[src/hdl/mmie_pkg.sv]
`timescale 1ns / 1ps
// ----------------------------------------------------------------------------
// mmie_pkg
// Shared types and constants of the memory-to-memory instruction executor.
// ----------------------------------------------------------------------------
package mmie_pkg;

   localparam int WORD_W        = 32;
   localparam int POS_W         = 12;
   localparam int OP_W          = 5;
   localparam int DEST_W        = 12;
   localparam int SRCB_W        = 7;
   localparam int DATA_WORDS_DEF  = 128;
   localparam int STACK_DEPTH_DEF = 1024;

   typedef enum logic [OP_W-1:0] {
      OP_ADD    = 5'd0,
      OP_MUL    = 5'd1,
      OP_SUB    = 5'd2,
      OP_DIV    = 5'd3,
      OP_COPY   = 5'd4,
      OP_LDI    = 5'd5,
      OP_JMP    = 5'd6,
      OP_CALL   = 5'd7,
      OP_JZ     = 5'd8,
      OP_LT     = 5'd9,
      OP_GT     = 5'd10,
      OP_EQ     = 5'd11,
      OP_PRINT  = 5'd12,
      OP_STAUX  = 5'd13,
      OP_LDAUX  = 5'd14,
      OP_POP    = 5'd15,
      OP_PUSH   = 5'd16,
      OP_RET    = 5'd17,
      OP_PUSHLR = 5'd18
   } op_type;

endpackage

[src/hdl/mmie_divider.sv]
`timescale 1ns / 1ps
// ----------------------------------------------------------------------------
// mmie_divider
// Unsigned restoring divider, one quotient bit per cycle.
// ----------------------------------------------------------------------------
module mmie_divider
   import mmie_pkg::*;
(
   input  logic              clock,
   input  logic              reset,
   input  logic              start,
   input  logic [WORD_W-1:0] numer,
   input  logic [WORD_W-1:0] denom,
   output logic              done,
   output logic [WORD_W-1:0] quot
);

   localparam int CW = $clog2(WORD_W);

   logic              busy_ff, busy_in;
   logic              done_ff, done_in;
   logic [CW-1:0]     cnt_ff, cnt_in;
   logic [WORD_W-1:0] rem_ff, rem_in;
   logic [WORD_W-1:0] q_ff, q_in;
   logic [WORD_W-1:0] den_ff, den_in;
   logic [WORD_W:0]   sh;
   logic [WORD_W:0]   diff;

   always_comb begin
      busy_in = busy_ff;
      done_in = 1'b0;
      cnt_in  = cnt_ff;
      rem_in  = rem_ff;
      q_in    = q_ff;
      den_in  = den_ff;
      sh      = {rem_ff, q_ff[WORD_W-1]};
      diff    = sh - {1'b0, den_ff};
      if (start) begin
         busy_in = 1'b1;
         cnt_in  = '0;
         rem_in  = '0;
         q_in    = numer;
         den_in  = denom;
      end else if (busy_ff) begin
         if (!diff[WORD_W]) begin
            rem_in = diff[WORD_W-1:0];
            q_in   = {q_ff[WORD_W-2:0], 1'b1};
         end else begin
            rem_in = sh[WORD_W-1:0];
            q_in   = {q_ff[WORD_W-2:0], 1'b0};
         end
         cnt_in = cnt_ff + 1'b1;
         if (cnt_ff == CW'(WORD_W - 1)) begin
            busy_in = 1'b0;
            done_in = 1'b1;
         end
      end
   end

   always_ff @(posedge clock) begin
      if (reset) begin
         busy_ff <= 1'b0;
         done_ff <= 1'b0;
      end else begin
         busy_ff <= busy_in;
         done_ff <= done_in;
      end
      cnt_ff <= cnt_in;
      rem_ff <= rem_in;
      q_ff   <= q_in;
      den_ff <= den_in;
   end

   assign done = done_ff;
   assign quot = q_ff;

endmodule
[config.mk]
export PLATFORM = sky130hd
export DESIGN_NAME = mmie_divider
export DESIGN_NICKNAME = d
export VERILOG_FILES = /design/src/hdl/mmie_pkg.sv /design/src/hdl/mmie_divider.sv
export SDC_FILE = /design/constraint.sdc
export NUM_CORES = 1
export LEC_CHECK = 0
export ABC_AREA = 1
export ABC_CLOCK_PERIOD_IN_PS = 2940
export BUFFER_PORTS_ARGS = -buffer_cell sky130_fd_sc_hd__clkbuf_2
export CAP_MARGIN = 20
export CORE_MARGIN = 3
export CORE_UTILIZATION = 54
export DETAILED_ROUTE_END_ITERATION = 12
export PLACE_DENSITY = 0.76
export SLEW_MARGIN = 0
export SYNTH_ARGS = -nofsm -noshare
export SYNTH_HDL_FRONTEND = slang
export SYNTH_SLANG_ARGS = --single-unit
[constraint.sdc]
create_clock -name clock -period 2.94 [get_ports clock]
set_input_delay 0.441 -clock clock [delete_from_list [all_inputs] [get_ports clock]]
set_output_delay 0.441 -clock clock [all_outputs]
set_load 0.01 [all_outputs]
Word level (Yosys, flattened, before mapping)
Cells that the tools add are included.
- bits in registers: 103
- input port bits: 67
- output and inout bits: 33
- word-level logic and storage cells: 20
- add/sub/neg operators: 2
- equal/unequal tests: 1
- mux-type cells: 8
- bitwise logic cells: 1
- reductions and logical operators: 2
- operator list (operator ; number):
    $mux W32 ; 3
    $sub A33 B32 Y33 ; 1
    $add A5 B1 Y5 const B ; 1
    $eq A5 B5 Y1 const B ; 1
    $mux W1 ; 5
    $reduce_or A3 Y1 ; 1
    $reduce_bool A2 Y1 ; 1
    $not A1 Y1 ; 1

Longest topological paths before layout
Gate-level depths: netlist of the first run.
- depth after elaboration: 4
- mapped depth: 18
- depth with buffers taken out: 17

Worst setup path before layout of the first run
Ideal clock, no wire load.
- path type: register to register
- start point: reg q_ff[31] (netlist: quot[31])
- end point: reg q_ff[0] (netlist: quot[0]) (data pin)
- setup time: 270 ps
- arrival: 2083 ps
- data required time: 2670 ps
- setup slack: 587 ps
- cell stages (with the launch flop): 17
- buffers on the path: 1
- clock period less this slack: 2353 ps
- path through: edfxtp_1 -> inv_1 -> ha_1 -> fa_1 -> inv_1 -> nand2_1 -> nand2_1 -> nand3_1 -> nand2_2 -> nand2_1 -> nand2_2 -> nand2_2 -> nand2_2 -> nand2_1 -> nand2_2 -> buf_4 -> o21ai_0
- longest elaborated chain between the ends: 4
- RTL lines (element ; RTL line ; text):
    start: declaration ; mmie_divider.sv:24 ; logic [WORD_W-1:0] q_ff, q_in;
    start signal: assignment ; mmie_divider.sv:70 ; q_ff <= q_in;
    $sub A33 B32 Y33 ; mmie_divider.sv:37 ; diff = sh - {1'b0, den_ff};
    $mux W1 ; mmie_divider.sv:45 ; if (!diff[WORD_W]) begin
    $mux W32 ; mmie_divider.sv:44 ; end else if (busy_ff) begin
    $mux W32 ; mmie_divider.sv:38 ; if (start) begin
    via q_in[0] ; mmie_divider.sv:24 ;
The timed path passes the listed nets, and every way through them passes these cells. The select of a mux whose other input is x is not followed.
A chain may end at the register's enable or synchronous reset.

Worst setup path after layout of the first run
- start point: reg q_ff[31] (netlist: quot[31])
- end point: reg rem_ff[2]
- longest elaborated chain between the ends: 2
- RTL lines (element ; RTL line ; text):
    $sub A33 B32 Y33 ; mmie_divider.sv:37 ;
    $mux W32 ; mmie_divider.sv:45 ;
    end signal: assignment ; mmie_divider.sv:69 ; rem_ff <= rem_in;
    end: declaration ; mmie_divider.sv:23 ; logic [WORD_W-1:0] rem_ff, rem_in;
No other way between the ends.

==> summary.md, run 1 <==
| Metric | Value |
|---|---|
| Outcome | `finished, final reports clean` |
| Worst reg2reg startpoint | `quot[31]` |
| Die area | `approximately 0.014 mm²` |
| Post-synthesis sequential area ratio | `just under 40%` |
| Count of unique library cells instantiated by Yosys | `37` |
| Yosys warnings | `0` |
| Pre-antenna DRT Iters | `5` |
| Half-perimeter wire length after placement | `12,300 µm` |
| Worst-Margin Slew | `0.664 ns` |
| Period utilization | `between 80% and 90%` |
| Initial core utilization | `56.2%` |
| Number of global-route vias before repair | `5,931` |
| Synthesized instance count | `slightly above 1,000` |
| CP max FO | `27` |
| Clock Sinks | `around 100` |
| Power, Total | `around 3400 µW` |
| Clock Root Buffer | `clkbuf_16` |
| Core footprint | `roughly 0.012 mm²` |
| TritonCTS clock tree | `built` |
| CTS Buffer Depth | `2` |
| Layout Skew | `around 0.015 ns` |
| Final Hold Fails | `0` |
| DR WL/cell | `~12 µm` |
| RSZ-0062 raised after global routing | `false` |
| Clk slew on worst S/H paths | `around 0.08 ns` |
| H-tree Lvls | `3` |
| Initial antenna violation count | `0` |
| Worst hold path depth | `1` |
| Max-cap violations | `0` |
| Fraction of registers with async set or reset after synthesis | `0%` |
| Count leader, synth | `nand2_1` |
| Hold EP | `den_ff[10]` |
| WP data required | `about 3.2 ns` |
| Hold wc startpoint | `denom[10]` |
| Sequential share of power | `roughly 50%` |
| Post-Place Worst Slack | `approximately 0.3 ns` |
| M1 wire length | `~7300 µm` |
| Data arrival, critical path | `2.90 ns` |
| Post-synth top area cell | `edfxtp_1` |
| CTS resizes | `0` |
| Synth cell count leaders | `448 x nand2_1, 200 x inv_1, 64 x edfxtp_1, 59 x nand3_1, 42 x nor2_1` |
| R2R setup slack | `about 0.30 ns` |
| Internal power | `2410 µW` |
| Fmax | `around 380 MHz` |
| RR Endpoint | `rem_ff[2]` |
| Critical path launch point type | `flip-flop` |
| Max-slew violation count | `0` |
| Input/output buffers | `a little under 100` |
| Post-Syn Area | `slightly below 0.007 mm²` |
| # IOs | `100` |
| Hold Path Class | `input port to flip-flop` |
| Post-CTS Setup Bufs | `0` |
| Switch share | `between 20% and 30%` |
| Top post-synthesis cells by area | `edfxtp_1 28%, nand2_1 24%, dfxtp_1 11%` |
| Leak | `0.00441 µW` |
| # diodes | `0` |
| Post-synth top area share | `28.0%` |
| Part of the power in the clock network | `36.6%` |
| Synthesized area per cell | `slightly below 7 µm²` |
| Drt total wl | `15,800 µm` |
| CP Capture Type | `flip-flop` |
| GRT Util Overall | `between 20% and 30%` |
| Final #Nets | `1,221` |
| Kind of critical path | `flip-flop to flip-flop` |
| Clock latency on the worst-skew pair | `approximately 0.37 ns` |
| Combinational power share | `13.4%` |
| Met3 WL | `approximately 970 µm` |
| Fin Setup TNS | `0 ns` |
| Die height | `between 100 and 150 µm` |
| RD Place Congestion | `about 0.95` |
| Synth Flop Type | `edfxtp_1` |
| Top Metal Used | `met4` |
| Slew HR | `approximately 56%` |
| Switch Pwr | `approximately 940 µW` |
| Largest net degree at the start of global routing | `46` |
| Synth Register Bits | `between 100 and 150` |
| DR DRC count | `0` |
| Setup ws final | `roughly 0.30 ns` |
| Worst VDD drop | `around 0.43 mV` |
| Met2 routed WL | `between 7000 and 8000 µm` |
| Vias per cell | `4.84` |
| Setup Viol. Count Final | `0` |
| Post-synth EDFFs | `64` |
| Row count | `40` |
| Post-route minimum period | `about 2.6 ns` |
| Die width | `approximately 120 µm` |
| Via count | `about 6,300` |
| # hold bufs at CTS | `0` |
| Initial DRC count | `~370` |
| Post-route ant nets | `0` |
| CTS Buf Count | `9` |
| Pwr dens | `about 430 mW/mm²` |
| Syn Nets | `around 1,100` |
| First-pass GRT wire length | `around 27,000 µm` |
| Layout overhead on the synthesized area | `14.4%` |
| Grt total ovfl | `0` |
| FF-to-FF path depth | `17` |
| Layout cells sized above 1 | `13.9%` |
| Critical path origin | `quot[31]` |
[kinds of logic after synthesis]
group / after synthesis / share of synthesized area, %
xor+xnor: 15 / 1.91
simple gates: 610 / 36.7
compound gates: 34 / 2.73
buf+inv: 222 / 12.8
flops: 103 / 39.4
fa+ha+maj: 35 / 6.49
[critical path, cell delays in order (launching register included)]
cell and delay [ns]:
edfxtp_1 0.35, inv_1 0.06, ha_1 0.22, fa_1 0.41, inv_1 0.11, nand2_1 0.05, nand2_1 0.09, nand3_1 0.09
nand2_2 0.11, nand2_1 0.07, nand2_2 0.09, nand2_2 0.08, nand2_2 0.07, nand2_2 0.11, nand2_4 0.33, nand2_1 0.12
nand3_1 0.11, nand2_1 0.05
[layout make-up]
class / count / area (µm²)
tap: 168 / 210
sequential: 103 / 2700
inverter: 204 / 766
multi-input combinational: 694 / 3290
clock inverter: 7 / 83.8
fill: 1152 / 4360
timing repair buffer: 107 / 581
clock buffer: 9 / 225
[worst max-delay path by stage]
stage,end,cells past startpoint
floorplan,quot[0],16
global placement,rem_ff[17],18
detailed placement,rem_ff[25],18
CTS,rem_ff[17],18
global route,rem_ff[7],18
finish,rem_ff[2],17
[power by group through the flow]
stage                     Clock [µW]  Sequential [µW]  Combinational, µW
after floorplan                    0             1720                256
after global placement             0             1710                445
after detailed placement           0             1710                452
after CTS                       1260             1680                453
after global routing            1310             1690                509
final                           1230             1670                449
[per-stage QoR]
stage	util [%]	instance area, µm²	cells	hold WS, ns
4_1_cts	64.3	7860	1292	0.231
3_5_place_dp	61.8	7550	1276	0.464
5_1_grt	64.3	7860	1292	0.236
2_1_floorplan	-	6870	1019	0.449
6_report	64.3	7860	1292	0.244
3_3_place_gp	61.8	7550	1276	0.460
[sequential cells by signal, summed over array words and instances, names as in the netlist]
name and count:
den_ff 32, quot 32, rem_ff 32, cnt_ff 5, busy_ff 1, done 1
[metal layers]
| layer | vias up | track usage [%] |
|---|---|---|
| met5 | - | 0 |
| met4 | 0 | 6.95 |
| met3 | 18 | 4.83 |
| met2 | 166 | 38.5 |
| met1 | 2776 | 30.6 |
| li1 | 3291 | - |
[cells in the final DEF (no fill, tap or decap), types with 7 or more instances in the layout]
| cell type | instances |
|---|---|
| nor2_2 | 7 |
| xnor2_1 | 12 |
| nand4_1 | 10 |
| dfxtp_1 | 39 |
| inv_1 | 200 |
| edfxtp_1 | 64 |
| nand3_1 | 59 |
| and2_1 | 9 |
| a21oi_1 | 19 |
| nor2_1 | 40 |
| ha_1 | 34 |
| clkbuf_16 | 9 |
| nand2_1 | 448 |
| nor3_1 | 9 |
| nand2_2 | 19 |
| clkbuf_2 | 99 |
Power figures use the tool's default switching activity.
==> inputs of run 2 (changes only) <==
- CELL_PAD_IN_SITES_DETAIL_PLACEMENT: unset -> 0
- CELL_PAD_IN_SITES_GLOBAL_PLACEMENT: unset -> 1
- CORE_UTILIZATION: 54 -> 41
- PLACE_DENSITY: 0.76 -> unset
- PLACE_DENSITY_LB_ADDON: unset -> 0.1
==> summary.md, run 2 (same netlist as run 1, synthesis figures left out) <==
| Metric | Value |
|---|---|
| Critical path origin | `quot[31]` |
| Period utilization | `87.8% (-2.1 points)` |
| Post-route ant nets | `0 (unchanged)` |
| DR WL/cell | `13.2 µm (+8.1%)` |
| Met2 routed WL | `7780 µm (+7.1%)` |
| Initial core utilization | `42.6% (-14 points)` |
| Clock latency on the worst-skew pair | `0.37 ns (about the same)` |
| Worst reg2reg startpoint | `quot[31]` |
| Layout overhead on the synthesized area | `15.0%` |
| Post-CTS Setup Bufs | `0 (unchanged)` |
| RD Place Congestion | `0.901 (-5.3%)` |
| Critical path launch point type | `flip-flop` |
| Core footprint | `0.0161 mm² (+32%)` |
| Kind of critical path | `flip-flop to flip-flop` |
| Input/output buffers | `99 (unchanged)` |
| Met3 WL | `911 µm (-5.9%)` |
| Die width | `135 µm (+14%)` |
| M1 wire length | `8810 µm (+20%)` |
| Worst-Margin Slew | `0.505 ns (-0.160 ns)` |
| CTS Buffer Depth | `2 (unchanged)` |
| Top Metal Used | `met4` |
| TritonCTS clock tree | `built` |
| CTS resizes | `0 (unchanged)` |
| Layout Skew | `0.0128 ns (-0.00190 ns)` |
| Most frequent cells in the layout | `448 x nand2_1, 200 x inv_1, 98 x clkbuf_2` |
| Fin Setup TNS | `0 ns (unchanged)` |
| First-pass GRT wire length | `29,700 µm (+11%)` |
| Max-slew violation count | `0 (unchanged)` |
| RSZ-0062 raised after global routing | `false` |
| DR DRC count | `0 (unchanged)` |
| Crit path to | `rem_ff[22]` |
| Die area | `0.0183 mm² (+30%)` |
| # IOs | `100 (unchanged)` |
| Pre-antenna DRT Iters | `7 (+2)` |
| Power, Total | `3360 µW (+0.25%)` |
| CP Capture Type | `flip-flop` |
| Final Hold Fails | `0 (unchanged)` |
| Hold Path Class | `input port to flip-flop` |
| Initial antenna violation count | `0 (unchanged)` |
| Setup Viol. Count Final | `0 (unchanged)` |
| Post-route minimum period | `2.58 ns (-0.0609 ns)` |
| Half-perimeter wire length after placement | `13,700 µm (+11%)` |
| CP max FO | `14 (-48%)` |
| WP data required | `3.20 ns (about the same)` |
| # hold bufs at CTS | `0 (unchanged)` |
| Fmax | `388 MHz (+2.4%)` |
| Vias per cell | `4.53 (-6.3%)` |
| Largest net degree at the start of global routing | `35 (-24%)` |
| Most common cell after layout, fill and taps aside | `nand2_1` |
| Leak | `0.00440 µW (-0.30%)` |
| Clock Sinks | `103 (unchanged)` |
| FF-to-FF path depth | `18 (+1)` |
| GRT Util Overall | `20.4% (-2.8 points)` |
| Die height | `135 µm (+14%)` |
| Drt total wl | `17,700 µm (+12%)` |
| Number of global-route vias before repair | `5,957 (+0.44%)` |
| # diodes | `0 (unchanged)` |
| Final #Nets | `1,223 (+0.16%)` |
| Slew HR | `66.2% (+10 points)` |
| Clock Root Buffer | `clkbuf_16` |
| Pwr dens | `425 mW/mm² (-0.26%)` |
| Initial DRC count | `369 (+0.27%)` |
| Max-cap violations | `0 (unchanged)` |
| Row count | `46 (+15%)` |
| R2R setup slack | `0.36 ns (+0.06 ns)` |
| Clk slew on worst S/H paths | `0.08 ns (about the same)` |
| Via count | `6,083 (-2.7%)` |
| RR Endpoint | `rem_ff[22]` |
| Outcome | `finished, final reports clean` |
| Layout cells sized above 1 | `13.9% (+0.064 points)` |
| Grt total ovfl | `0 (unchanged)` |
| Worst VDD drop | `0.320 mV (-25%)` |
| H-tree Lvls | `3 (unchanged)` |
| CTS Buf Count | `9 (unchanged)` |
| Data arrival, critical path | `2.84 ns (-0.06 ns)` |
[run 2: area by class of cell]
type                    count  area, µm²
flip-flops and latches    103       2700
fillers                  1764       8220
clock inverters             7       65.1
repair buffers            109        571
well taps                 216        270
inverters                 204        766
multi-input cells         694       3300
clock buffers               9        225
[run 2: worst min path at each step]
stage                from         end  slack [ns]  cells after the start
3_5_place_dp   rem_ff[23]  rem_ff[23]        0.46                      2
3_3_place_gp    rem_ff[6]   rem_ff[6]        0.47                      2
6_report        denom[15]  den_ff[15]        0.24                      1
5_1_grt         denom[13]  den_ff[13]        0.23                      1
4_1_cts         denom[15]  den_ff[15]        0.23                      1
2_1_floorplan   rem_ff[0]   rem_ff[0]        0.45                      2
[run 2: per-stage QoR]
step / instance area [µm²] / hold slack [ns] / instances / util [%] / setup slack (ns)
floorplan: 6870 / 0.449 / 1019 / - / 0.587
global placement: 7600 / 0.466 / 1326 / 47.1 / 0.371
detailed placement: 7600 / 0.463 / 1326 / 47.1 / 0.326
CTS: 7890 / 0.229 / 1342 / 48.9 / 0.299
global route: 7900 / 0.230 / 1342 / 49.0 / 0.0370
finish: 7900 / 0.241 / 1342 / 49.0 / 0.360
[run 2: critical path: stages (launching register included)]
cell	delay [ns]
edfxtp_1	0.35
inv_1	0.06
ha_1	0.22
fa_1	0.40
inv_1	0.11
nand2_1	0.06
nand2_1	0.11
nand3_1	0.10
nand2_2	0.10
nand2_1	0.07
nand2_2	0.09
nand2_2	0.08
nand2_2	0.07
nand2_1	0.06
nand2_2	0.13
buf_4	0.24
nand2_1	0.08
nand3_1	0.08
nand2_1	0.05
[run 2: power breakdown]
part / switching (µW) / internal, µW / leakage, µW
combinational: 294 / 166 / 0.00330
sequential: 39.9 / 1640 / 0.000957
clock: 628 / 596 / 0.000139
[run 2: metal layers]
layer  up-vias  track usage [%]
li1       3300                -
met1      2640             27.8
met2       125             33.0
met3        18             4.31
met4         0             5.43
met5         -                0
==> inputs of run 3 (changes only) <==
- PLACE_DENSITY: unset -> 0.8
- PLACE_DENSITY_LB_ADDON: 0.1 -> unset
==> summary.md, run 3 (same netlist as run 1, synthesis figures left out) <==
| Metric | Value |
|---|---|
| Grt total ovfl | `0 (unchanged)` |
| Vias per cell | `4.52 (-0.36%)` |
| Post-Place Worst Slack | `0.281 ns (-0.0443 ns)` |
| R2R setup slack | `0.27 ns (-0.09 ns)` |
| Number of global-route vias before repair | `5,877 (-1.3%)` |
| CP Capture Type | `flip-flop` |
| Layout Utilization | `49.0% (about the same)` |
| Via count | `6,043 (-0.66%)` |
| Final Hold Fails | `0 (unchanged)` |
| WP data required | `3.20 ns (about the same)` |
| Pre-antenna DRT Iters | `5 (-2)` |
| Final #Nets | `1,219 (-0.33%)` |
| # hold bufs at CTS | `0 (unchanged)` |
| Clk slew on worst S/H paths | `0.08 ns (about the same)` |
| CTS Buf Count | `9 (unchanged)` |
| Fmax | `375 MHz (-3.3%)` |
| CP max FO | `27 (+13)` |
| Row count | `46 (unchanged)` |
| CP max stage delay | `0.41 ns (about the same)` |
| Post-CTS Setup Bufs | `0 (unchanged)` |
| Max-cap violations | `0 (unchanged)` |
| Layout cells sized above 1 | `13.6% (-0.31 points)` |
| Max-slew violation count | `0 (unchanged)` |
| RR Endpoint | `rem_ff[2]` |
| Drt total wl | `17,400 µm (-2.2%)` |
| Sequence of cells on the critical path | `inv_1, ha_1, fa_1, inv_1, nand2_1, nand2_1, nand3_1, nand2_2, nand2_1, nand2_2, nand2_2, nand2_2, nand2_2, nand2_4, nand2_1, nand3_1, nand2_1` |
| Die height | `135 µm (unchanged)` |
| CTS Buffer Depth | `2 (unchanged)` |
| Kind of critical path | `flip-flop to flip-flop` |
| First-pass GRT wire length | `28,900 µm (-2.8%)` |
| Layout Skew | `0.0164 ns (+0.00366 ns)` |
| Largest net degree at the start of global routing | `57 (+63%)` |
| Post-route ant nets | `0 (unchanged)` |
| Die area | `0.0183 mm² (unchanged)` |
| Period utilization | `90.7% (+3.0 points)` |
| TritonCTS clock tree | `built` |
| Clock Root Buffer | `clkbuf_16` |
| Initial core utilization | `42.6% (unchanged)` |
| Clock Sinks | `103 (unchanged)` |
| Half-perimeter wire length after placement | `13,300 µm (-3.2%)` |
| Initial antenna violation count | `0 (unchanged)` |
| CTS resizes | `0 (unchanged)` |
| Initial DRC count | `353 (-4.3%)` |
| RD Place Congestion | `0.900 (-0.12%)` |
| # IOs | `100 (unchanged)` |
| Fin Setup TNS | `0 ns (unchanged)` |
| Setup Viol. Count Final | `0 (unchanged)` |
| Hold Path Class | `input port to flip-flop` |
| CP max-delay cell | `fa_1` |
| Setup ws final | `0.272 ns (-0.0875 ns)` |
| Final Cell Area | `0.00789 mm² (about the same)` |
| FF-to-FF path depth | `17 (-1)` |
| Clock latency on the worst-skew pair | `0.37 ns (about the same)` |
| # diodes | `0 (unchanged)` |
| Pwr dens | `425 mW/mm² (-0.14%)` |
| Input/output buffers | `99 (unchanged)` |
| Critical path launch point type | `flip-flop` |
| Crit path to | `rem_ff[2]` |
| Area after DPL | `0.00759 mm² (about the same)` |
| Fill cells | `1,706 (-3.3%)` |
| Worst VDD drop | `0.316 mV (-1.3%)` |
| Worst reg2reg startpoint | `quot[31]` |
| DR WL/cell | `13.0 µm (-1.9%)` |
| Slew HR | `56.0% (-10 points)` |
| Worst-Margin Slew | `0.660 ns (+0.156 ns)` |
| Post-route minimum period | `2.67 ns (+0.0875 ns)` |
| Critical path origin | `quot[31]` |
| Layout overhead on the synthesized area | `14.9% (about the same)` |
| Die width | `135 µm (unchanged)` |
| Most frequent cells in the layout | `448 x nand2_1, 200 x inv_1, 98 x clkbuf_2` |
| Core footprint | `0.0161 mm² (unchanged)` |
| H-tree Lvls | `3 (unchanged)` |
| Leak | `0.00440 µW (about the same)` |
| RSZ-0062 raised after global routing | `false` |
| Outcome | `finished, final reports clean` |
| GRT Util Overall | `19.9% (-0.45 points)` |
| Data arrival, critical path | `2.92 ns (+0.08 ns)` |
| Most common cell after layout, fill and taps aside | `nand2_1` |
| DR DRC count | `0 (unchanged)` |
[run 3: cell count changes in the layout (fill, tap and decap cells not counted), sizes merged]
cell	before	now
inv	207	208
buf	11	7
clkinvlp	1	0
[run 3: routing by layer]
| layer | vias up | GRT usage [%] | wire length, µm |
|---|---|---|---|
| li1 | 3297 | - | - |
| met1 | 2612 | 28.1 | 8860 |
| met2 | 115 | 31.5 | 7430 |
| met3 | 19 | 3.75 | 758 |
| met4 | 0 | 5.54 | 305 |
| met5 | - | 0 | 0 |
[run 3: critical path, delay by kind of cell (launching register included)]
kind | cells | cell delay (ns)
fa+ha+maj | 2 | 0.63
buf+inv | 2 | 0.17
flops | 1 | 0.35
simple gates | 13 | 1.37
[run 3: worst min path at each step]
stage | start | slack [ns] | cells after the start | to
5_1_grt | denom[28] | 0.23 | 1 | den_ff[28]
4_1_cts | denom[25] | 0.23 | 1 | den_ff[25]
3_5_place_dp | rem_ff[0] | 0.46 | 2 | rem_ff[0]
6_report | denom[27] | 0.25 | 1 | den_ff[27]
2_1_floorplan | rem_ff[0] | 0.45 | 2 | rem_ff[0]
3_3_place_gp | rem_ff[22] | 0.46 | 2 | rem_ff[22]
[run 3: area by class of cell]
type                       count  area (µm²)  share of cell area (%)
sequential                   103        2700                    34.2
timing repair buffer         105         566                    7.17
clock buffer                   9         225                    2.85
tap                          216         270                    3.42
clock inverter                 7        73.8                   0.935
multi-input combinational    694        3290                    41.7
inverter                     204         766                    9.70
[run 3: stage by stage]
step	hold slack, ns	cells	power, µW
final	0.247	1338	3350
after global routing	0.232	1338	3520
after CTS	0.234	1338	3400
after detailed placement	0.464	1322	2170
after global placement	0.464	1322	2170
after floorplan	0.449	1019	1980
[run 3: report_power, final]
part	internal, µW	switching [µW]	leakage, µW
Sequential	1640	40.1	0.000957
Combinational	165	290	0.00329
Clock	607	614	0.000148
